[src/rtl/nalscan_pkg.sv]
// types, codes and helpers for the nal unit scanner
package nalscan_pkg;

    typedef struct packed {
        logic [7:0] file_byte;
        logic       is_last;
    } in_t;

    typedef enum logic [1:0] {
        STATUS_UNIT      = 2'd0,
        STATUS_NO_MDAT   = 2'd1,
        STATUS_SMALL_BOX = 2'd2
    } status_t;

    typedef struct packed {
        status_t     status;
        logic [31:0] unit_index;
        logic [31:0] unit_length;
        logic [4:0]  unit_type;
    } out_t;

    typedef struct packed {
        logic valid;
        out_t word;
    } result_t;

    typedef enum logic [3:0] {
        PH_TOP_HDR    = 4'd0,
        PH_TOP_SKIP   = 4'd1,
        PH_MOOF_HDR   = 4'd2,
        PH_MOOF_SKIP  = 4'd3,
        PH_TRAF_HDR   = 4'd4,
        PH_TRAF_SKIP  = 4'd5,
        PH_TRUN_BODY  = 4'd6,
        PH_NAL_PREFIX = 4'd7,
        PH_NAL_TYPE   = 4'd8,
        PH_NAL_BODY   = 4'd9,
        PH_DONE       = 4'd10
    } phase_t;

    localparam logic [31:0] BOX_MDAT = 32'h6D646174;
    localparam logic [31:0] BOX_MOOF = 32'h6D6F6F66;
    localparam logic [31:0] BOX_TRAF = 32'h74726166;
    localparam logic [31:0] BOX_TRUN = 32'h7472756E;

    localparam logic [31:0] MIN_BOX_SIZE    = 32'd8;
    localparam logic [4:0]  HDR_BYTES       = 5'd8;
    localparam logic [4:0]  PREFIX_BYTES    = 5'd4;
    localparam logic [4:0]  TRUN_OFFSET_POS = 5'd16;
    localparam logic [4:0]  TRUN_OFFSET_END = 5'd20;
    localparam logic [1:0]  TRAF_WANTED     = 2'd2;
    localparam int          NAL_TYPE_BITS   = 5;

    function automatic logic in_moof_level(phase_t ph);
        return (ph >= PH_TOP_SKIP) && (ph <= PH_TRUN_BODY);
    endfunction

    function automatic logic in_traf_level(phase_t ph);
        return (ph >= PH_TRAF_HDR) && (ph <= PH_TRUN_BODY);
    endfunction

endpackage

[src/rtl/nalscan_parser.sv]
// box walker and nal unit splitter, one byte per accepted word
module nalscan_parser (
    input  logic                 clk,
    input  logic                 rst_n,
    input  logic                 accept,
    input  nalscan_pkg::in_t     src_word,
    output nalscan_pkg::result_t result
);
    import nalscan_pkg::*;

    phase_t      phase_reg,   phase_next;
    logic [63:0] shift_reg,   shift_next;
    logic [4:0]  count_reg,   count_next;
    logic [31:0] top_reg,     top_next;
    logic [31:0] traf_reg,    traf_next;
    logic [31:0] child_reg,   child_next;
    logic [1:0]  seen_reg,    seen_next;
    logic [31:0] offset_reg,  offset_next;
    logic [31:0] walk_reg,    walk_next;
    logic [31:0] left_reg,    left_next;
    logic [31:0] counter_reg, counter_next;

    logic [7:0]  b;
    logic [63:0] sh_col;
    logic [31:0] box_size;
    logic [31:0] box_type;
    logic [31:0] nal_len;
    logic [1:0]  seen_inc;
    result_t     res;

    assign b        = src_word.file_byte;
    assign sh_col   = {shift_reg[55:0], b};
    assign box_size = sh_col[63:32];
    assign box_type = sh_col[31:0];
    assign nal_len  = shift_reg[31:0];
    assign seen_inc = (box_type == BOX_TRAF && seen_reg < TRAF_WANTED) ?
                      seen_reg + 2'd1 : seen_reg;
    assign result   = res;

    always_ff @(posedge clk or negedge rst_n)
    begin
        if (!rst_n)
        begin
            phase_reg   <= PH_TOP_HDR;
            shift_reg   <= '0;
            count_reg   <= '0;
            top_reg     <= '0;
            traf_reg    <= '0;
            child_reg   <= '0;
            seen_reg    <= '0;
            offset_reg  <= '0;
            walk_reg    <= '0;
            left_reg    <= '0;
            counter_reg <= '0;
        end
        else if (accept)
        begin
            phase_reg   <= phase_next;
            shift_reg   <= shift_next;
            count_reg   <= count_next;
            top_reg     <= top_next;
            traf_reg    <= traf_next;
            child_reg   <= child_next;
            seen_reg    <= seen_next;
            offset_reg  <= offset_next;
            walk_reg    <= walk_next;
            left_reg    <= left_next;
            counter_reg <= counter_next;
        end
    end

    always_comb
    begin
        phase_next   = phase_reg;
        shift_next   = shift_reg;
        count_next   = count_reg;
        top_next     = top_reg;
        traf_next    = traf_reg;
        child_next   = child_reg;
        seen_next    = seen_reg;
        offset_next  = offset_reg;
        walk_next    = walk_reg;
        left_next    = left_reg;
        counter_next = counter_reg;
        res          = '0;

        // parent boxes count down on every byte spent inside them
        if (in_moof_level(phase_reg) && top_reg != '0)
            top_next = top_reg - 32'd1;
        if (in_traf_level(phase_reg) && traf_reg != '0)
            traf_next = traf_reg - 32'd1;

        unique case (phase_reg)
            PH_TOP_HDR, PH_MOOF_HDR, PH_TRAF_HDR:
            begin
                shift_next = sh_col;
                if (count_reg < HDR_BYTES)
                    count_next = count_reg + 5'd1;
                if (count_next == HDR_BYTES)
                begin
                    if (box_size < MIN_BOX_SIZE)
                    begin
                        res.valid       = 1'b1;
                        res.word.status = STATUS_SMALL_BOX;
                        phase_next      = PH_DONE;
                        shift_next      = '0;
                        count_next      = '0;
                    end
                    else if (phase_reg == PH_TOP_HDR)
                    begin
                        shift_next = '0;
                        count_next = '0;
                        if (box_type == BOX_MOOF)
                        begin
                            offset_next = '0;
                            seen_next   = '0;
                            top_next    = box_size - MIN_BOX_SIZE;
                            phase_next  = PH_MOOF_HDR;
                        end
                        else if (box_type == BOX_MDAT)
                        begin
                            if (offset_reg == '0)
                                walk_next = box_size - MIN_BOX_SIZE;
                            else if (offset_reg >= MIN_BOX_SIZE)
                                walk_next = offset_reg - MIN_BOX_SIZE;
                            else
                                walk_next = '0;
                            counter_next = '0;
                            phase_next   = (walk_next == '0) ? PH_DONE : PH_NAL_PREFIX;
                        end
                        else
                        begin
                            top_next   = box_size - MIN_BOX_SIZE;
                            phase_next = PH_TOP_SKIP;
                        end
                    end
                    else if (phase_reg == PH_MOOF_HDR)
                    begin
                        shift_next = '0;
                        count_next = '0;
                        seen_next  = seen_inc;
                        if (box_type == BOX_TRAF && seen_inc == TRAF_WANTED)
                        begin
                            traf_next  = box_size - MIN_BOX_SIZE;
                            phase_next = PH_TRAF_HDR;
                        end
                        else
                        begin
                            child_next = box_size - MIN_BOX_SIZE;
                            phase_next = (child_next == '0) ? PH_MOOF_HDR : PH_MOOF_SKIP;
                        end
                    end
                    else
                    begin
                        shift_next = '0;
                        count_next = '0;
                        if (box_type == BOX_TRUN)
                        begin
                            // trun header already consumed, count from byte eight
                            phase_next = PH_TRUN_BODY;
                            count_next = HDR_BYTES;
                        end
                        else
                        begin
                            child_next = box_size - MIN_BOX_SIZE;
                            phase_next = (child_next == '0) ? PH_TRAF_HDR : PH_TRAF_SKIP;
                        end
                    end
                end
            end
            PH_MOOF_SKIP, PH_TRAF_SKIP:
            begin
                if (child_reg != '0)
                    child_next = child_reg - 32'd1;
                if (child_next == '0)
                begin
                    phase_next = (phase_reg == PH_MOOF_SKIP) ? PH_MOOF_HDR : PH_TRAF_HDR;
                    shift_next = '0;
                    count_next = '0;
                end
            end
            PH_TRUN_BODY:
            begin
                if (count_reg >= TRUN_OFFSET_POS)
                    shift_next = sh_col;
                count_next = count_reg + 5'd1;
                if (count_next >= TRUN_OFFSET_END)
                begin
                    offset_next = shift_next[31:0];
                    phase_next  = PH_TOP_SKIP;
                    shift_next  = '0;
                    count_next  = '0;
                end
            end
            PH_NAL_PREFIX:
            begin
                if (walk_reg != '0)
                    walk_next = walk_reg - 32'd1;
                shift_next = sh_col;
                if (count_reg < PREFIX_BYTES)
                    count_next = count_reg + 5'd1;
                if (count_next == PREFIX_BYTES)
                    phase_next = PH_NAL_TYPE;
            end
            PH_NAL_TYPE:
            begin
                counter_next       = counter_reg + 32'd1;
                res.valid          = 1'b1;
                res.word.status    = STATUS_UNIT;
                res.word.unit_index  = counter_next;
                res.word.unit_length = nal_len;
                res.word.unit_type   = b[NAL_TYPE_BITS-1:0];
                if (walk_reg != '0)
                    walk_next = walk_reg - 32'd1;
                shift_next = '0;
                count_next = '0;
                if (nal_len == '0)
                begin
                    // empty unit: this byte opens the next prefix
                    if (walk_reg != '0)
                    begin
                        phase_next = PH_NAL_PREFIX;
                        shift_next = {56'd0, b};
                        count_next = 5'd1;
                    end
                    else
                        phase_next = PH_DONE;
                end
                else
                begin
                    left_next = nal_len - 32'd1;
                    if (left_next == '0)
                        phase_next = (walk_next == '0) ? PH_DONE : PH_NAL_PREFIX;
                    else
                        phase_next = PH_NAL_BODY;
                end
            end
            PH_NAL_BODY:
            begin
                if (walk_reg != '0)
                    walk_next = walk_reg - 32'd1;
                if (left_reg != '0)
                    left_next = left_reg - 32'd1;
                if (left_next == '0)
                begin
                    phase_next = (walk_next == '0) ? PH_DONE : PH_NAL_PREFIX;
                    shift_next = '0;
                    count_next = '0;
                end
            end
            default:
            begin
            end
        endcase

        // a child cannot outlive its traf or moof
        if (in_traf_level(phase_next) && traf_next == '0)
        begin
            phase_next = PH_TOP_SKIP;
            shift_next = '0;
            count_next = '0;
        end
        if (in_moof_level(phase_next) && top_next == '0)
        begin
            phase_next = PH_TOP_HDR;
            shift_next = '0;
            count_next = '0;
        end

        if (src_word.is_last)
        begin
            if (!res.valid && phase_next <= PH_TRUN_BODY)
            begin
                res             = '0;
                res.valid       = 1'b1;
                res.word.status = STATUS_NO_MDAT;
            end
            phase_next   = PH_TOP_HDR;
            shift_next   = '0;
            count_next   = '0;
            top_next     = '0;
            traf_next    = '0;
            child_next   = '0;
            seen_next    = '0;
            offset_next  = '0;
            walk_next    = '0;
            left_next    = '0;
            counter_next = '0;
        end
    end

endmodule

[src/rtl/nalscan_out_reg.sv]
// result register with stall toward the byte side
module nalscan_out_reg (
    input  logic                 clk,
    input  logic                 rst_n,
    input  logic                 accept,
    input  nalscan_pkg::result_t result,
    output logic                 src_stall,
    output logic                 rec_valid,
    input  logic                 rec_stall,
    output nalscan_pkg::out_t    rec_word
);
    import nalscan_pkg::*;

    logic rec_valid_reg, rec_valid_next;
    out_t rec_word_reg;

    // hold the byte side only while a word sits here and is not taken
    assign src_stall = rec_valid_reg && rec_stall;
    assign rec_valid = rec_valid_reg;
    assign rec_word  = rec_word_reg;

    always_comb
    begin
        rec_valid_next = rec_valid_reg;
        if (accept && result.valid)
            rec_valid_next = 1'b1;
        else if (!rec_stall)
            rec_valid_next = 1'b0;
    end

    always_ff @(posedge clk or negedge rst_n)
    begin
        if (!rst_n)
            rec_valid_reg <= 1'b0;
        else
            rec_valid_reg <= rec_valid_next;
    end

    always_ff @(posedge clk)
    begin
        if (accept && result.valid)
            rec_word_reg <= result.word;
    end

endmodule

[src/rtl/fmp4_nal_unit_scanner.sv]
// top level of the fragmented mp4 nal unit scanner
//
//  channel  signals                          word
//  src      src_valid  src_stall  src_word   one file byte and its last mark
//  rec      rec_valid  rec_stall  rec_word   one unit record or error status
//
//  one byte is taken per cycle while src is not stalled; a result shows on rec the cycle after its byte
//  all parsing work sits in one level of logic ahead of the state registers
//  rst_n clears the parser to the top-level box header and empties rec
//  src stalls only while a result waits in rec and rec_stall is high
//  after a byte marked last the parser is back at reset for the next file
module fmp4_nal_unit_scanner (
    input  logic              clk,
    input  logic              rst_n,
    input  logic              src_valid,
    output logic              src_stall,
    input  nalscan_pkg::in_t  src_word,
    output logic              rec_valid,
    input  logic              rec_stall,
    output nalscan_pkg::out_t rec_word
);
    import nalscan_pkg::*;

    logic    accept;
    result_t result;

    assign accept = src_valid && !src_stall;

    nalscan_parser u_parser (
        .clk      (clk),
        .rst_n    (rst_n),
        .accept   (accept),
        .src_word (src_word),
        .result   (result)
    );

    nalscan_out_reg u_out_reg (
        .clk       (clk),
        .rst_n     (rst_n),
        .accept    (accept),
        .result    (result),
        .src_stall (src_stall),
        .rec_valid (rec_valid),
        .rec_stall (rec_stall),
        .rec_word  (rec_word)
    );

endmodule

[config.mk]
export PLATFORM = sky130hd
export DESIGN_NAME = fmp4_nal_unit_scanner
export DESIGN_NICKNAME = d
export VERILOG_FILES = /design/src/rtl/nalscan_pkg.sv /design/src/rtl/nalscan_parser.sv /design/src/rtl/nalscan_out_reg.sv /design/src/rtl/fmp4_nal_unit_scanner.sv
export SDC_FILE = /design/constraint.sdc
export NUM_CORES = 1
export LEC_CHECK = 0
export BUFFER_PORTS_ARGS = -buffer_cell sky130_fd_sc_hd__buf_4
export CAP_MARGIN = 0
export CELL_PAD_IN_SITES_DETAIL_PLACEMENT = 1
export CELL_PAD_IN_SITES_GLOBAL_PLACEMENT = 2
export CORE_ASPECT_RATIO = 1.75
export CORE_MARGIN = 3
export CORE_UTILIZATION = 42
export CTS_BUF_LIST = sky130_fd_sc_hd__clkbuf_8 sky130_fd_sc_hd__clkbuf_16
export CTS_CLUSTER_DIAMETER = 30
export DETAILED_ROUTE_END_ITERATION = 12
export PLACE_DENSITY = 0.89
export SYNTH_ARGS = -nofsm -noshare
export SYNTH_HDL_FRONTEND = slang
export SYNTH_SLANG_ARGS = --single-unit
[constraint.sdc]
create_clock -name clk -period 20.7 [get_ports clk]
set_clock_uncertainty 0.1 [all_clocks]
set_input_delay 3.105 -clock clk [delete_from_list [all_inputs] [get_ports clk]]
set_output_delay 3.105 -clock clk [all_outputs]
set_load 0.005 [all_outputs]
==> metrics.cfg <==
[setup_path]
required_ns=21.11
reg2reg_slack_ns=13.33
worstSetupPathType=in -> reg
critPathArrivalTime_ns=8.42
cp-end-kind=flop
critPathMaxFanout=30
crit_chain=buf_4 > nor4bb_1 > nand4_1 > o31ai_1 > buf_4 > or2_2 > mux2i_1 > or4_1 > nor3_1 > nand4_1 > o21ai_0 > o2111a_1 > o21a_1 > mux2_2
start_kind=primary input
crit_path_top_delay_cell=nor4bb_1
slowest_delay_ns=0.75

[synthesis]
synth_edf_count=71
synth_flop_cell=dfrtp_1
synth-seq-cells=363
yosysUniqueCellTypes=85
post_synth.cell_area_avg_um2=8.35
yosys_warnings=0
syn_nets=3029
async_flop_share=0.804
syn_inst=3002
ys_seq_area_frac=0.377
synth_area_mm2=0.0251

[global_routing]
grt.total_usage=0.358
antenna_found_initial=1
grt_pass1_wl_mm=172
gr-total-overflow=0
grt_max_degree=97
grt_pass1_vias=27616

[clocking]
post_cts_resized=0
clk_pin_slew_ns=0.07
cts_made_buffers=72
clk_path_buf_depth=3
clkSinkCount=363
ctsHoldBuffers=0
worstSkewPairLatency_ns=0.63
cts_tree=built
cts_root_buffer=clkbuf_16
cts_htree_levels=3
cts_setup_buffers=0

[finish]
largest_register_ffs=71
final_area_mm2=0.0290
final_cell_mix=298 x nor2_1, 291 x dfrtp_1, 274 x nand2_1, 234 x o21ai_0, 160 x buf_4
seq_area_mm2=0.00944
antenna_cells=0
multi_input_area_mm2=0.0147
area_growth_pct=15.9
final_layout_size_suffix_gt1_frac=0.115
final_nets=3044
finalNonFillerCells=3848
fill_cells=6899
final_common_cell=nor2_1

[route]
drt-initial-drc-count=2204
drc=0
dr.pass1.iters=5
totalWireLength_mm=114
wl_per_cell_um=29.5
vias=26060
via_per_inst=6.77
antenna_left=0

[placement]
place_hpwl_mm=81.5
routabilityCongestion=0.988
placed_area_mm2=0.0265
dpl.cell_count=3716
portBuffers=85

[timing]
setup-violations-final=0
finalSetupTns_ns=0
fmax_mhz=125
relSlewSlack=0.148
worst_slew_pin_slew_ns=1.27
min_period_ns=8.01
fin_crit_sh=0.387
timing.hold.ws_ns=0.417
rsz0062_at_grt=false
report.final.slew_viol_count=0
hold_viol_final=0

[floorplan]
start_util=0.428
dieArea_mm2=0.0627
design.core.area_mm2=0.0586
die_h_um=329
die_w_um=191
row_count=117
ios=86

[pwr]
vdd_ir_drop_max_mv=0.125
power_w=0.00516
leakagePower_nw=11.9
power.density_mw_per_mm2=178

[min_path]
hold_class=reg -> reg

[run]
drv_cap=0

[status]
status=finished clean

final cells by class:
cell class                 instances  share of cell area
inverter                          56             0.00724
timing repair buffer             161              0.0419
clock buffer                      85              0.0702
sequential                       363               0.325
multi-input combinational       2363               0.505
tap                              773              0.0333
clock inverter                    47              0.0170
stage by stage:
step | worst slack (ns) | util
floorplan | 11.82 | -
global placement | 12.44 | 0.452
detailed placement | 12.22 | 0.452
CTS | 12.88 | 0.496
global route | 12.58 | 0.496
finish | 12.69 | 0.496
power breakdown:
part	switching (W)	internal (W)	total (W)
registers	0.000261	0.000839	0.00110
logic	0.00197	0.000863	0.00284
clock network	0.000439	0.000785	0.00122
total	0.00267	0.00249	0.00516
cells in the mapped netlist (all sizes together) (9+ instances only):
library cell | instances | area share
o22ai | 54 | 0.013
ha | 14 | 0.0070
a21oi | 133 | 0.027
nor2 | 304 | 0.046
nand2 | 278 | 0.042
clkbuf | 194 | 0.029
and2 | 42 | 0.010
o32ai | 9 | 0.0031
buf | 26 | 0.0061
xnor2 | 110 | 0.038
nor4b | 13 | 0.0054
nor3 | 110 | 0.022
nand4b | 13 | 0.0045
nand3b | 13 | 0.0039
nor2b | 10 | 0.0025
nor3b | 10 | 0.0030
and3 | 31 | 0.0077
a22oi | 33 | 0.0099
nand4 | 57 | 0.014
a211oi | 14 | 0.0042
or3 | 61 | 0.015
nor4 | 111 | 0.028
xor2 | 81 | 0.028
and4 | 14 | 0.0049
inv | 53 | 0.0079
or2 | 20 | 0.0050
o41ai | 39 | 0.014
nand3 | 97 | 0.019
o21ai | 239 | 0.048
edfxtp | 71 | 0.085
a31oi | 27 | 0.0067
o31ai | 76 | 0.023
nand2b | 9 | 0.0022
o21a | 9 | 0.0027
or4 | 58 | 0.018
mux2i | 44 | 0.018
dfrtp | 292 | 0.29
a22o | 97 | 0.034
a32oi | 9 | 0.0031
routing by layer:
layer | share of wire | track usage
met5 | 0 | 0
met4 | 0.097 | 0.298
met2 | 0.49 | 0.615
met1 | 0.36 | 0.386
met3 | 0.055 | 0.0552
path summary, 6_finish.rpt:
check | from | end | cells after the start
hold / removal | u_parser.counter_reg[3] | u_parser.counter_reg[3] | 2
setup / recovery | src_word[1] | u_parser.count_reg[3] | 14
max in group asynchronous | rst_n | u_parser.count_reg[4] | 3
hold reg to reg | u_parser.counter_reg[3] | u_parser.counter_reg[3] | 2
setup reg to reg | u_parser.shift_reg[27] | u_parser.shift_reg[42] | 17
min in group asynchronous | rst_n | u_parser.walk_reg[17] | 1
worst max-delay path: cells and delay by family:
family,cells,cell delay (ns)
multiplexers,2,0.61
AND/OR/NAND/NOR,6,2.66
buffers and inverters,2,0.33
AO/OA/AOI/OAI,4,1.69
kinds of logic (layout without fill, tap and decap cells):
logic type / count (synthesis) / after routing / share of synthesized area
flip-flops: 363 / 363 / 0.377
AO/OA/AOI/OAI: 832 / 832 / 0.222
multiplexers: 46 / 46 / 0.0185
buffers and inverters: 276 / 349 / 0.0435
adder cells (fa/ha/maj): 16 / 16 / 0.00779
AND/OR/NAND/NOR: 1278 / 1278 / 0.265
XOR/XNOR: 191 / 191 / 0.0668
(Power assumes the default switching activity.)
